==> src/design/bptc_pkg.sv <==
// Package for the branch predecode / target calculation unit.
// Holds instruction class codes and match patterns; no dependencies.
package bptc_pkg;

    typedef enum logic [3:0] {
        K_PLAIN = 4'd0,
        K_SVC   = 4'd1,
        K_B     = 4'd2,
        K_BL    = 4'd3,
        K_RET   = 4'd4,
        K_BR    = 4'd5,
        K_BLR   = 4'd6,
        K_BCOND = 4'd7,
        K_CBZ   = 4'd8,
        K_TBZ   = 4'd9,
        K_ADR   = 4'd10,
        K_ADRP  = 4'd11
    } kind_t;

    localparam logic [31:0] SVC_WORD    = 32'hD400_1001;
    localparam logic [31:0] BIMM_MASK   = 32'hFC00_0000;
    localparam logic [31:0] B_PAT       = 32'h1400_0000;
    localparam logic [31:0] BL_PAT      = 32'h9400_0000;
    localparam logic [31:0] BREG_MASK   = 32'hFFFF_FC1F;
    localparam logic [31:0] RET_PAT     = 32'hD65F_0000;
    localparam logic [31:0] BR_PAT      = 32'hD61F_0000;
    localparam logic [31:0] BLR_PAT     = 32'hD63F_0000;
    localparam logic [31:0] BCOND_MASK  = 32'hFF00_0010;
    localparam logic [31:0] BCOND_PAT   = 32'h5400_0000;
    localparam logic [31:0] CMPB_MASK   = 32'h7E00_0000;
    localparam logic [31:0] CBZ_PAT     = 32'h3400_0000;
    localparam logic [31:0] TBZ_PAT     = 32'h3600_0000;
    localparam logic [31:0] ADR_MASK    = 32'h9F00_0000;
    localparam logic [31:0] ADR_PAT     = 32'h1000_0000;
    localparam logic [31:0] ADRP_PAT    = 32'h9000_0000;
    localparam logic [31:0] CB_KEEP     = 32'hFF00_001F;
    localparam logic [31:0] TB_KEEP     = 32'hFFF8_001F;
    localparam logic [63:0] PAGE_MASK   = 64'hFFFF_FFFF_FFFF_F000;
    localparam logic [31:0] INSN_BYTES  = 32'd4;

    // Decoded fields carried from the classify stage to the adder stages.
    typedef struct packed {
        kind_t       kind;
        logic        ends_block;
        logic        is_conditional;
        logic [4:0]  reg_index;
        logic [31:0] cond_bits;
    } dec_t;

endpackage

==> src/design/branch_predecode_target_calc_unit.sv <==
// Top level of the branch predecode / target calculation unit.
// Depends on bptc_pkg for class codes, match patterns and the decode struct.
//
//  channel  | handshake      | payload
//  ---------+----------------+------------------------------------------------
//  command  | start / busy   | pc, insn
//  result   | done (strobe)  | kind, ends_block, is_conditional, next_pc,
//           |                | target, reg_index, cond_bits
//
// One beat per cycle; each beat's result strobes done once stages 1, 2 and 3 have registered it.
// Stage 1 classifies and forms base and offset, stage 2 adds the low 32 bits,
// stage 3 adds the high 32 bits with the carry; that split sets the latency.
// busy is always low: the result side cannot stall, so nothing backs up.
// Reset clears the stage valid bits only.
module branch_predecode_target_calc_unit (
    input  logic               clk,
    input  logic               rst_n,
    input  logic               start,
    output logic               busy,
    input  logic [63:0]        pc,
    input  logic [31:0]        insn,
    output logic               done,
    output bptc_pkg::kind_t    kind,
    output logic               ends_block,
    output logic               is_conditional,
    output logic [63:0]        next_pc,
    output logic [63:0]        target,
    output logic [4:0]         reg_index,
    output logic [31:0]        cond_bits
);
    import bptc_pkg::*;

    logic        accept;
    dec_t        dec_next;
    logic [63:0] base_next;
    logic [63:0] off_next;
    logic [20:0] adr_imm;

    // stage 1
    logic        s1_valid_reg;
    dec_t        s1_dec_reg;
    logic [63:0] s1_base_reg;
    logic [63:0] s1_off_reg;
    logic [63:0] s1_pc_reg;

    // stage 2
    logic        s2_valid_reg;
    dec_t        s2_dec_reg;
    logic [31:0] s2_tgt_lo_reg;
    logic        s2_tgt_c_reg;
    logic [31:0] s2_base_hi_reg;
    logic [31:0] s2_off_hi_reg;
    logic [31:0] s2_npc_lo_reg;
    logic        s2_npc_c_reg;
    logic [31:0] s2_pc_hi_reg;
    logic [32:0] tgt_lo_sum;
    logic [32:0] npc_lo_sum;

    // stage 3 (output)
    logic        s3_valid_reg;
    dec_t        s3_dec_reg;
    logic [63:0] s3_target_reg;
    logic [63:0] s3_npc_reg;

    assign busy   = 1'b0;
    assign accept = start && !busy;

    assign adr_imm = {insn[23:5], insn[30:29]};

    always_comb
    begin
        dec_next  = '{kind: K_PLAIN, ends_block: 1'b0, is_conditional: 1'b0,
                      reg_index: 5'd0, cond_bits: 32'd0};
        base_next = 64'd0;
        off_next  = 64'd0;
        if (insn == SVC_WORD)
        begin
            dec_next.kind = K_SVC;
        end
        else if ((insn & BIMM_MASK) == B_PAT)
        begin
            dec_next.kind = K_B;
            base_next     = pc;
            off_next      = {{36{insn[25]}}, insn[25:0], 2'b00};
        end
        else if ((insn & BIMM_MASK) == BL_PAT)
        begin
            dec_next.kind = K_BL;
            base_next     = pc;
            off_next      = {{36{insn[25]}}, insn[25:0], 2'b00};
        end
        else if ((insn & BREG_MASK) == RET_PAT)
        begin
            dec_next.kind      = K_RET;
            dec_next.reg_index = insn[9:5];
        end
        else if ((insn & BREG_MASK) == BR_PAT)
        begin
            dec_next.kind      = K_BR;
            dec_next.reg_index = insn[9:5];
        end
        else if ((insn & BREG_MASK) == BLR_PAT)
        begin
            dec_next.kind      = K_BLR;
            dec_next.reg_index = insn[9:5];
        end
        else if ((insn & BCOND_MASK) == BCOND_PAT)
        begin
            dec_next.kind      = K_BCOND;
            dec_next.cond_bits = insn & CB_KEEP;
            base_next          = pc;
            off_next           = {{43{insn[23]}}, insn[23:5], 2'b00};
        end
        else if ((insn & CMPB_MASK) == CBZ_PAT)
        begin
            dec_next.kind      = K_CBZ;
            dec_next.cond_bits = insn & CB_KEEP;
            base_next          = pc;
            off_next           = {{43{insn[23]}}, insn[23:5], 2'b00};
        end
        else if ((insn & CMPB_MASK) == TBZ_PAT)
        begin
            dec_next.kind      = K_TBZ;
            dec_next.cond_bits = insn & TB_KEEP;
            base_next          = pc;
            off_next           = {{48{insn[18]}}, insn[18:5], 2'b00};
        end
        else if ((insn & ADR_MASK) == ADR_PAT)
        begin
            dec_next.kind      = K_ADR;
            dec_next.reg_index = insn[4:0];
            base_next          = pc;
            off_next           = {{43{adr_imm[20]}}, adr_imm};
        end
        else if ((insn & ADR_MASK) == ADRP_PAT)
        begin
            dec_next.kind      = K_ADRP;
            dec_next.reg_index = insn[4:0];
            base_next          = pc & PAGE_MASK;
            off_next           = {{31{adr_imm[20]}}, adr_imm, 12'd0};
        end
        dec_next.ends_block     = (dec_next.kind >= K_SVC) && (dec_next.kind <= K_TBZ);
        dec_next.is_conditional = (dec_next.kind >= K_BCOND) && (dec_next.kind <= K_TBZ);
    end

    assign tgt_lo_sum = {1'b0, s1_base_reg[31:0]} + {1'b0, s1_off_reg[31:0]};
    assign npc_lo_sum = {1'b0, s1_pc_reg[31:0]} + {1'b0, INSN_BYTES};

    always_ff @(posedge clk or negedge rst_n)
    begin
        if (!rst_n)
        begin
            s1_valid_reg <= 1'b0;
            s2_valid_reg <= 1'b0;
            s3_valid_reg <= 1'b0;
        end
        else
        begin
            s1_valid_reg <= accept;
            s2_valid_reg <= s1_valid_reg;
            s3_valid_reg <= s2_valid_reg;
        end
    end

    always_ff @(posedge clk)
    begin
        if (accept)
        begin
            s1_dec_reg  <= dec_next;
            s1_base_reg <= base_next;
            s1_off_reg  <= off_next;
            s1_pc_reg   <= pc;
        end
        if (s1_valid_reg)
        begin
            s2_dec_reg     <= s1_dec_reg;
            s2_tgt_lo_reg  <= tgt_lo_sum[31:0];
            s2_tgt_c_reg   <= tgt_lo_sum[32];
            s2_base_hi_reg <= s1_base_reg[63:32];
            s2_off_hi_reg  <= s1_off_reg[63:32];
            s2_npc_lo_reg  <= npc_lo_sum[31:0];
            s2_npc_c_reg   <= npc_lo_sum[32];
            s2_pc_hi_reg   <= s1_pc_reg[63:32];
        end
        if (s2_valid_reg)
        begin
            s3_dec_reg    <= s2_dec_reg;
            s3_target_reg <= {s2_base_hi_reg + s2_off_hi_reg + {31'd0, s2_tgt_c_reg},
                              s2_tgt_lo_reg};
            s3_npc_reg    <= {s2_pc_hi_reg + {31'd0, s2_npc_c_reg}, s2_npc_lo_reg};
        end
    end

    assign done           = s3_valid_reg;
    assign kind           = s3_dec_reg.kind;
    assign ends_block     = s3_dec_reg.ends_block;
    assign is_conditional = s3_dec_reg.is_conditional;
    assign next_pc        = s3_npc_reg;
    assign target         = s3_target_reg;
    assign reg_index      = s3_dec_reg.reg_index;
    assign cond_bits      = s3_dec_reg.cond_bits;

    a_latency: assert property (@(posedge clk) disable iff (!rst_n)
        (start && !busy) |-> ##3 done)
        else $error("accepted beat did not strobe done three cycles later");

    a_cond_ends: assert property (@(posedge clk) disable iff (!rst_n)
        (done && is_conditional) |-> ends_block)
        else $error("conditional branch not marked as ending the block");

    a_no_target: assert property (@(posedge clk) disable iff (!rst_n)
        (done && (kind == K_PLAIN || kind == K_SVC || kind == K_RET))
        |-> (target == 64'd0 && cond_bits == 32'd0))
        else $error("target or cond_bits nonzero for a class without them");

endmodule
==> config.mk <==
export PLATFORM = sky130hd
export DESIGN_NAME = branch_predecode_target_calc_unit
export DESIGN_NICKNAME = d
export VERILOG_FILES = /design/src/design/bptc_pkg.sv /design/src/design/branch_predecode_target_calc_unit.sv
export SDC_FILE = /design/constraint.sdc
export NUM_CORES = 1
export LEC_CHECK = 0
export BUFFER_PORTS_ARGS = -buffer_cell sky130_fd_sc_hd__buf_2
export CORE_ASPECT_RATIO = 0.75
export CORE_MARGIN = 2
export CORE_UTILIZATION = 45
export CTS_BUF_LIST = sky130_fd_sc_hd__clkbuf_4 sky130_fd_sc_hd__clkbuf_8
export DETAILED_ROUTE_END_ITERATION = 7
export SYNTH_ARGS = -nofsm -noshare
export SYNTH_HDL_FRONTEND = slang
export SYNTH_SLANG_ARGS = --single-unit
==> constraint.sdc <==
create_clock -name clk -period 7.9 [get_ports clk]
set_clock_uncertainty 0.05 [all_clocks]
set_input_delay 1.185 -clock clk [delete_from_list [all_inputs] [get_ports clk]]
set_output_delay 1.185 -clock clk [all_outputs]
set_load 0.03 [all_outputs]
# After elaboration in Yosys (flattened, before gate mapping)
# Cells that the tools add are included.
dict set report word_totals {
  in_bits 99
  output_inout_bits 173
  register_bits 614
}
dict set report op_classes {
  bitwise_logic 1
  n_reduce_logical 7
  magnitude_cmp 3
  eq_ne 11
  mux 42
  add_sub_neg 5
}
# operator count
set op_table {}
lappend op_table {{64-bit two-way mux} 20}
lappend op_table {{32-bit two-way mux} 3}
lappend op_table {{27-bit equality test, second input constant} 3}
lappend op_table {{32-bit by 1-bit adder with 32-bit output} 2}
lappend op_table {{4-bit two-way mux} 11}
lappend op_table {{5-bit two-way mux} 8}
lappend op_table {{32-bit by 3-bit adder with 33-bit output, second input constant} 1}
lappend op_table {{32-bit by 32-bit adder with 33-bit output} 1}
lappend op_table {{32-bit adder} 1}
lappend op_table {{32-bit equality test, second input constant} 1}
lappend op_table {{6-bit by 5-bit equality test with 1-bit output, second input constant} 3}
lappend op_table {{9-bit OR reduction} 2}
lappend op_table {{6-bit equality test, second input constant} 2}
lappend op_table {{9-bit by 8-bit equality test with 1-bit output, second input constant} 1}
lappend op_table {{8-bit OR reduction} 1}
lappend op_table {{6-bit by 3-bit equality test with 1-bit output, second input constant} 1}
lappend op_table {{6-bit OR reduction} 1}
lappend op_table {{4-bit by 1-bit greater-or-equal comparator with 1-bit output, second input constant} 1}
lappend op_table {{4-bit by 3-bit greater-or-equal comparator with 1-bit output, second input constant} 1}
lappend op_table {{4-bit less-or-equal comparator, second input constant} 1}
lappend op_table {{3-bit OR reduction} 1}
lappend op_table {{1-bit logical AND} 2}
lappend op_table {{1-bit NOT} 1}

# Depth between registers and ports, before layout
# Gate-level depths: netlist of run 1.
dict set report logic_depth {
  depth_word 14
  mapped_depth 12
  depth_no_buf 12
}

# Least setup slack after synthesis of run 1
# Ideal clock, no wire load.
dict set report synth_timing {
  path_kind {register to register}
  startpoint {register s1_valid_reg}
  endpoint {register s2_base_hi_reg[0] (enable)}
  t_arrival_ns 3.547
  synth_period_minus_slack_ns 4.117
  slack_ns 3.783
  stages_incl_launch_ff 1
  cell_sequence {dfrtp_1}
}
# item line_no
set synth_rtl {}
lappend synth_rtl {{start: declaration} branch_predecode_target_calc_unit.sv:40} ;# logic s1_valid_reg;
lappend synth_rtl {{start signal: assignment} branch_predecode_target_calc_unit.sv:159} ;# s1_valid_reg <= accept;
lappend synth_rtl {{end signal: assignment} branch_predecode_target_calc_unit.sv:179} ;# s2_base_hi_reg <= s1_base_reg[63:32];
lappend synth_rtl {{end: declaration} branch_predecode_target_calc_unit.sv:51} ;# logic [31:0] s2_base_hi_reg;
# No word-level cell between the ends.

==> run_results.csv, run 1 <==
group,metric,value,unit
run_status,status,"finished, final reports clean",
flow_run,drv_cap,0,
detailed_routing,final_antenna_net_count,0,
placed_design,portBuffers,256,
critical_path,criticalPathCategory,"register to register",
critical_path,r2r_slack,4100,ps
die,num_io_pins,272,
clock_network,clock_latency,660,ps
die,dieHeight,191.8,µm
critical_path,cp_slowest_stage_delay,710,ps
synthesis,ys_top_cells_by_area,"edfxtp_1 72%, ha_1 3.8%, xnor2_1 2.9%",
critical_path,r2r-end,"target[57]$_DFFE_PP_",
sta,worst_slew_pin_slew,1072,ps
die,start_util,45.80,%
critical_path,cp.required,8250,ps
sta,finalSetupViolCount,0,
synthesis,yosys.area.top_type,"edfxtp_1",
critical_path,cp-end-kind,"register",
synthesis,ys.flop_type,"edfxtp_1",
synthesis,synth_common_cells,"507 x edfxtp_1, 82 x a21oi_1, 75 x nand2_1",
clock_network,clk_pin_slew,60,ps
synthesis,async_reset_ff_share,0.5882,%
power_and_ir_drop,ir_worst_vdd,0.1087,mV
synthesis,yosys_warnings,0,
global_route,first_global_vias,12110,
detailed_routing,drtIter0Drc,952,
critical_path,crit_chain,"buf_4, inv_1, fa_1, nor2b_1, o21ai_0, a21oi_1, o221ai_1, o31ai_1, a41o_1, mux2i_1, nand3_1",
placed_design,gp_congestion,0.8757,
critical_path,worst_ep_arrival_time,4150,ps
sta,rsz0062_at_grt,"no",
synthesis,ys_types,70,
critical_path,crit_path_start,"s2_off_hi_reg[30]$_DFFE_PP_",
synthesis,synth_edf_count,507,
critical_path,worst_setup_path_start_kind,"register",
global_route,grt_start_max_net_pins,119,
finish,n_fill_cell,3879,
placed_design,dp_hpwl,32210,µm
detailed_routing,first_pass_iters,5,
synthesis,yosysSeqAreaShare,72.30,%
global_route,grt_use_total,19.30,%
clock_network,cts_hold_buf,0,
sta,drv_slew,0,
clock_network,cts_setup_buffers,0,
sta,clock.fmax,0.2631,GHz
detailed_routing,num_vias,12490,
placed_design,place_area,0.02308,mm²
critical_path,ff2ff_path_depth,11,
sta,fin_crit_sh,48.12,%
clock_network,clkSinkCount,510,
synthesis,ys_ff_latch,510,
critical_path,timing.rr.start,"s2_off_hi_reg[30]$_DFFE_PP_",
clock_network,h-tree-depth,3,
critical_path,cp_max_fo,33,
synthesis,syn_area_per_cell,15.24,µm²
clock_network,clockBufferDepth,3,
detailed_routing,viasPerCell,5.215,
global_route,grt_overflow_total,0,
synthesis,synth_area,0.02116,mm²
synthesis,yosysMostFrequentCell,"edfxtp_1",
detailed_routing,drc_errors,0,
sta,fin_tns_setup,0,ps
sta,max_slew_margin,28.56,%
min_path,min_path_type,"input port to asynchronous set/reset pin",
global_route,grt_pass1_wl,70180,µm
power_and_ir_drop,p_leak,0.009417,µW
die,rows,68,
finish,fin_area,0.02464,mm²
finish,area_delta_synth_final,16.44,%
die,dieArea,0.04879,mm²
global_route,antenna_found_initial,5,
clock_network,cts_made_buffers,81,
clock_network,cts_tree,"built",
clock_network,post_cts_resized,0,
die,coreArea,0.04620,mm²
finish,nets,1871,
detailed_routing,avgRoutedWirePerCell,19.65,µm
power_and_ir_drop,pwr_density_cell,259.2,mW/mm²
finish,drive_above_1_share,22.92,%
synthesis,synth_top_area_share,71.94,%
sta,hold_violations,0,
critical_path,crit_slowest_cell,"o31ai_1",
detailed_routing,drt-total-wl,47050,µm
clock_network,root_buffer,"clkbuf_8",
sta,period_needed,3801,ps
synthesis,synth_cells,1389,
die,die_w,254.4,µm
-- layout by cell type (no fill, tap or decap), drive strengths merged, types with 10 or more instances in the layout --
master,count
a21o,30
buf,264
o21ai,49
xor2,39
ha,65
and4,11
nor2,55
clkinv,24
nor2b,19
a21oi,82
nand3,38
edfxtp,507
o21bai,13
inv,40
nand4,21
clkbuf,114
and3,20
and2,72
nor3,10
conb,16
a22o,14
xnor2,70
nand2,75
-- power by group --
| group | switching, µW | internal (µW) | total (µW) |
|---|---|---|---|
| Clock | 1030 | 1160 | 2190 |
| Combinational | 539 | 276 | 815 |
| Sequential | 102 | 3280 | 3380 |
| Total | 1670 | 4720 | 6390 |
-- per-stage QoR --
step / hold slack, ps / cells / setup WS, ps / utilization [%] / power, µW
after global routing: 220.4 / 2394 / 3925 / 53.33 / 6669
after detailed placement: 354.5 / 2251 / 4090 / 49.97 / 4254
after global placement: 350.5 / 2251 / 4167 / 49.97 / 4242
final: 276.9 / 2395 / 4099 / 53.34 / 6386
after CTS: 217.4 / 2393 / 4164 / 53.33 / 6461
after floorplan: 350.3 / 1404 / 3783 / - / 3976
-- routing by layer --
metal,global-route usage [%],wire [µm],share of wire [%]
met5,0,26,0.055
met4,5.973,869,1.8
met3,5.461,3389,7.2
met2,27.70,20520,44
met1,28.41,22250,47
-- critical path, delay by kind of cell (launching register included) --
family / cells / cell delay (ps)
DFF: 1 / 320
adders and majority gates: 1 / 400
and+or+nand+nor: 2 / 190
buffers and inverters: 2 / 470
AOI/OAI and AO/OA: 5 / 1820
muxes: 1 / 240
-- cell type report --
type                       instances  area [µm²]  share of cell area, %
clock inverter                    29       171.4                 0.6956
antenna                            2       5.005                0.02031
sequential                       510       15310                  62.12
tap                              630       788.3                  3.199
inverter                          39       147.6                 0.5992
clock buffer                     113        1380                  5.601
multi-input combinational        807        5484                  22.26
timing repair buffer             265        1358                  5.509
-- kinds of logic (layout without fill, tap and decap cells) --
family                     after synthesis  count (layout)  share of synthesized area [%]
muxes                                    3               3                         0.1419
DFF                                    510             510                          72.30
adders and majority gates               68              68                          4.127
and+or+nand+nor                        356             356                          8.946
xor gates and xnor gates               109             109                          4.511
AOI/OAI and AO/OA                      255             255                          7.882
other                                    1              18                        0.01772
buffers and inverters                   87             446                          2.075
-- worst max-delay path by stage --
stage	end	depth (start not counted)	slack (ps)
2_1_floorplan	s2_base_hi_reg[0]$_DFFE_PP_	0	3780
3_3_place_gp	s1_base_reg[38]$_SDFFCE_PP0P_	9	4170
3_5_place_dp	s1_base_reg[31]$_SDFFCE_PP0P_	9	4090
4_1_cts	target[58]$_DFFE_PP_	13	4160
5_1_grt	target[57]$_DFFE_PP_	11	3920
6_report	target[57]$_DFFE_PP_	11	4100
Power figures use the tool's default switching activity.
==> run 2, diff against run 1 <==
clock period = 3.6 ns   (was 7.9 ns; I/O delays follow)
==> run_results.csv, run 2 (synthesized netlist as in run 1, its figures left out) <==
group,metric,value,unit
run_status,status,"finished, final reports clean",
flow_run,drv_cap,0,
detailed_routing,drtIter0Drc,899,
sta,period_needed,3416,ps
sta,hold_violations,0,
detailed_routing,drt-total-wl,47700,µm
min_path,min_path_type,"input port to register",
clock_network,clockBufferDepth,3,
clock_network,clkSinkCount,510,
die,coreArea,0.04620,mm²
critical_path,cp_num_buf_inv,2,
die,num_io_pins,272,
power_and_ir_drop,total_power,14160,µW
sta,worst_slack,184.2,ps
detailed_routing,final_antenna_net_count,0,
clock_network,h-tree-depth,3,
finish,n_fill_cell,3863,
global_route,first_global_vias,12430,
placed_design,place_worst_setup_slack,104.3,ps
finish,final_cell_mix,"507 x edfxtp_1, 255 x buf_2, 87 x clkbuf_8, 82 x a21oi_1, 75 x nand2_1",
global_route,grt_start_max_net_pins,75,
placed_design,gp_congestion,0.9017,
sta,drv_slew,0,
critical_path,worst_ep_arrival_time,3780,ps
critical_path,crit_family,"compound AO/OA/AOI/OAI gates",
detailed_routing,viasPerCell,5.173,
placed_design,dp_hpwl,32820,µm
sta,clock.fmax,0.2928,GHz
finish,area_delta_synth_final,20.03,%
clock_network,cts_setup_buffers,0,
detailed_routing,num_vias,12750,
global_route,grt_pass1_wl,71800,µm
clock_network,cts_made_buffers,81,
critical_path,cp.required,3970,ps
placed_design,portBuffers,256,
detailed_routing,drc_errors,0,
global_route,grt_use_total,19.71,%
global_route,antenna_found_initial,4,
clock_network,clk_pin_slew,60,ps
die,start_util,45.80,%
detailed_routing,avgRoutedWirePerCell,19.36,µm
finish,final_common_cell,"edfxtp_1",
die,dieHeight,191.8,µm
die,dieArea,0.04879,mm²
critical_path,criticalPathCategory,"register to register",
power_and_ir_drop,ir_worst_vdd,0.2776,mV
finish,nets,1936,
power_and_ir_drop,pwr_density_cell,557.5,mW/mm²
finish,stdcell_count,2464,
critical_path,crit_slowest_cell,"edfxtp_1",
finish,drive_above_1_share,22.88,%
clock_network,clock_latency,660,ps
critical_path,cp_max_fo,4,
global_route,grt_overflow_total,0,
sta,max_slew_margin,30.23,%
sta,whs,50.12,ps
critical_path,cp-end-kind,"register",
sta,fin_crit_sh,94.88,%
die,rows,68,
critical_path,worst_setup_path_start_kind,"register",
clock_network,root_buffer,"clkbuf_8",
critical_path,crit_chain,"inv_1, fa_1, inv_1, fa_1, a21o_1, a311o_1, nand3_1, a31oi_4, or2_2, a31oi_2, nor2_1, o31a_1",
die,die_w,254.4,µm
sta,worst_slew_pin_slew,1043,ps
critical_path,cp_slowest_stage_delay,440,ps
power_and_ir_drop,p_leak,0.009742,µW
clock_network,cts_tree,"built",
sta,finalSetupViolCount,0,
critical_path,r2r_slack,180,ps
placed_design,placed_cells,2261,
detailed_routing,first_pass_iters,8,
run 2: cell count changes in the layout (fill, tap and decap cells not counted), sizes merged, moves of 2 or more:
cell | previous run | this run
dlygate4sd3 | 0 | 55
buf | 264 | 274
clkinv | 24 | 29
clkbuf | 114 | 111
clkinvlp | 3 | 1
inv | 40 | 42
run 2: power breakdown:
group	switching, µW	internal [µW]
sequential	226	7200
clock	2240	2610
combinational	1220	669
total	3680	10500
run 2: worst paths after layout:
kind	start	to	cells past startpoint
worst max-delay path	s2_tgt_c_reg$_DFFE_PP_	target[58]$_DFFE_PP_	12
worst min-delay path	pc[57]	s1_pc_reg[57]$_DFFE_PP_	1
worst max register to register	s2_tgt_c_reg$_DFFE_PP_	target[58]$_DFFE_PP_	12
worst min register to register	s1_pc_reg[53]$_DFFE_PP_	s2_pc_hi_reg[21]$_DFFE_PP_	0
max in group asynchronous	rst_n	s1_valid_reg$_DFF_PN0_	2
min in group asynchronous	rst_n	s2_valid_reg$_DFF_PN0_	2
run 2: worst register-to-register path, delay by kind of cell (launching register included):
family	cells	cell delay, ps
AND/OR/NAND/NOR	3	630
adder cells (fa/ha/maj)	2	610
buffers and inverters	2	170
AO/OA/AOI/OAI	5	1270
flip-flops	1	440
run 2: layer usage:
metal | vias to the layer above | part of all wire (%) | GRT usage [%]
met1 | 6173 | 48 | 29.30
met4 | 2 | 2.1 | 6.086
met3 | 82 | 6.4 | 4.825
met2 | 459 | 44 | 28.55
li1 | 6030 | - | -
met5 | - | 0.027 | 0
run 2: final cells by class:
type / instances / area, µm² / area share (%)
diodes: 3 / 7.507 / 0.02956
clock buffers: 110 / 1364 / 5.369
clock inverters: 35 / 221.5 / 0.8719
inverters: 39 / 147.6 / 0.5813
multi-input cells: 807 / 5518 / 21.72
flip-flops and latches: 510 / 15310 / 60.27
well taps: 630 / 788.3 / 3.103
repair buffers: 330 / 2046 / 8.054
run 2: metrics by stage:
stage / util, % / TNS [ps] / cell area [µm²]
2_1_floorplan: - / 0 / 21220
3_3_place_gp: 50.27 / 0 / 23220
3_5_place_dp: 50.27 / 0 / 23220
4_1_cts: 54.89 / 0 / 25360
5_1_grt: 54.97 / -89.18 / 25400
6_report: 54.98 / 0 / 25400
run 2: timing repair:
| item | CTS | global route |
|---|---|---|
| setup endpoints to repair | 0 | 5 |
| gates resized for setup | 0 | 7 |
| hold buffers | 55 | 0 |
| endpoints found under the hold margin | 57 | 0 |
==> run 3, diff against run 2 <==
RECOVER_POWER = 100   (was not set)
==> run_results.csv, run 3 (synthesized netlist as in run 1, its figures left out) <==
group,metric,value,unit
global_route,met1_usage,29.30,%
sta,finalSetupViolCount,0,
die,dieArea,0.04879,mm²
detailed_routing,drtIter0Drc,939,
sta,max_slew_margin,-53.82,%
min_path,hold_depth,1,
detailed_routing,viasPerCell,5.177,
global_route,first_global_vias,12430,
power_and_ir_drop,total_power,14110,µW
power_and_ir_drop,pwr_density_cell,563.4,mW/mm²
global_route,antenna_found_initial,4,
run_status,violations,"max-capacitance violations, max-slew violations",
placed_design,gp_congestion,0.9017,
critical_path,endpoint,"target[58]$_DFFE_PP_",
clock_network,cts_made_buffers,81,
global_route,grt.busiest_layer,"met1",
critical_path,worst_ep_arrival_time,3780,ps
sta,clock.fmax,0.2927,GHz
global_route,grt_use_total,19.71,%
flow_run,drv_cap,4,
critical_path,timing.rr.start,"s2_tgt_c_reg$_DFFE_PP_",
critical_path,crit_chain,"inv_1, fa_1, inv_1, fa_1, a21o_1, a311o_1, nand3_1, a31oi_4, or2_2, a31oi_2, nor2_1, o31a_1",
detailed_routing,first_pass_iters,6,
power_and_ir_drop,p_leak,0.009080,µW
global_route,grt_pass1_wl,71800,µm
detailed_routing,drc_errors,0,
finish,area_delta_synth_final,18.37,%
placed_design,place_worst_setup_slack,104.3,ps
die,dieHeight,191.8,µm
power_and_ir_drop,ir_worst_vdd,0.2791,mV
detailed_routing,drt-total-wl,47840,µm
sta,hold_violations,0,
die,start_util,45.80,%
die,die_w,254.4,µm
critical_path,cp.required,3960,ps
critical_path,ff2ff_path_depth,12,
die,num_io_pins,272,
critical_path,cp_max_fo,4,
finish,final_common_cell,"edfxtp_1",
sta,drv_slew,240,
clock_network,clockBufferDepth,3,
finish,n_fill_cell,3984,
global_route,grt_start_max_net_pins,75,
run_status,status,"finished with violations",
clock_network,cts_tree,"built",
sta,worst_slack,183.9,ps
critical_path,criticalPathCategory,"register to register",
die,coreArea,0.04620,mm²
critical_path,crit_path_start,"s2_tgt_c_reg$_DFFE_PP_",
placed_design,dp_hpwl,32820,µm
clock_network,clk_pin_slew,60,ps
critical_path,cp-end-kind,"register",
detailed_routing,num_vias,12760,
sta,fin_tns_setup,0,ps
global_route,use_met3,4.825,%
clock_network,h-tree-depth,3,
clock_network,clock_latency,670,ps
sta,worst_slew_pin_slew,2307,ps
die,rows,68,
finish,drive_above_1_share,10.81,%
critical_path,r2r-end,"target[58]$_DFFE_PP_",
sta,fin_crit_sh,94.89,%
critical_path,crit_slowest_cell,"edfxtp_1",
min_path,min_path_type,"input port to register",
detailed_routing,final_antenna_net_count,0,
detailed_routing,avgRoutedWirePerCell,19.42,µm
critical_path,cp_slowest_stage_delay,440,ps
finish,nets,1936,
placed_design,portBuffers,256,
global_route,grt_overflow_total,0,
critical_path,r2r_slack,180,ps
clock_network,clkSinkCount,510,
critical_path,worst_setup_path_start_kind,"register",
clock_network,root_buffer,"clkbuf_8",
sta,period_needed,3416,ps
finish,final_cell_mix,"507 x edfxtp_1, 218 x clkbuf_1, 86 x clkbuf_8, 82 x a21oi_1, 75 x nand2_1",
global_route,met2_usage,28.55,%
## run 3: changes by cell type in the layout (fill, tap and decap cells not counted), sizes merged
cell / delta
clkbuf: +225
clkinvlp: +1
buf: -225
clkinv: -1
## run 3: what timing repair did
action,in CTS,in global routing
hold endpoints to repair,57,0
gates resized for setup,0,7
hold buffers,55,0
endpoints found under the setup margin,0,5
setup buffers,0,0
## run 3: how the worst min path moves through the flow
stage / slack [ps] / end / startpoint
floorplan: 190 / done$_DFF_PN0_ / rst_n
global placement: 290 / done$_DFF_PN0_ / rst_n
detailed placement: 290 / done$_DFF_PN0_ / rst_n
CTS: 0.03 / s1_pc_reg[38]$_DFFE_PP_ / pc[38]
global route: 60 / s1_pc_reg[57]$_DFFE_PP_ / pc[57]
finish: 100 / s1_pc_reg[57]$_DFFE_PP_ / pc[57]
## run 3: per-stage QoR
step	util, %	area [µm²]	hold WS (ps)	std cells
CTS	54.89	25360	0.03308	2461
global placement	50.27	23220	293.5	2261
floorplan	-	21220	194.4	1404
global route	54.21	25050	64.01	2463
detailed placement	50.27	23220	294.9	2261
finish	54.22	25050	101.1	2464
## run 3: cell type report
type	count	area [µm²]	share of cell area [%]
repair buffers	330	1704	6.803
clock buffers	110	1364	5.445
clock inverters	35	221.5	0.8841
multi-input cells	807	5517	22.02
flip-flops and latches	510	15300	61.08
inverters	39	147.6	0.5894
well taps	630	788.3	3.147
diodes	3	7.507	0.02997
## run 3: worst max-delay path, delay by kind of cell, from the launching register on
kind / cells / cell delay [ps]
adders and majority gates: 2 / 610
buffers and inverters: 2 / 170
AOI/OAI and AO/OA: 5 / 1270
DFF: 1 / 440
and+or+nand+nor: 3 / 610
## run 3: where the power goes
part / switching [µW] / total, µW / internal (µW)
sequential: 230 / 7440 / 7210
clock: 2240 / 4850 / 2610
combinational: 1210 / 1820 / 608
total: 3690 / 14100 / 10400
## run 3: metal layers
metal,vias to the layer above,wire [µm]
li1,6034,-
met1,6196,22930
met2,440,20800
met3,84,3097
met4,2,997
met5,-,13
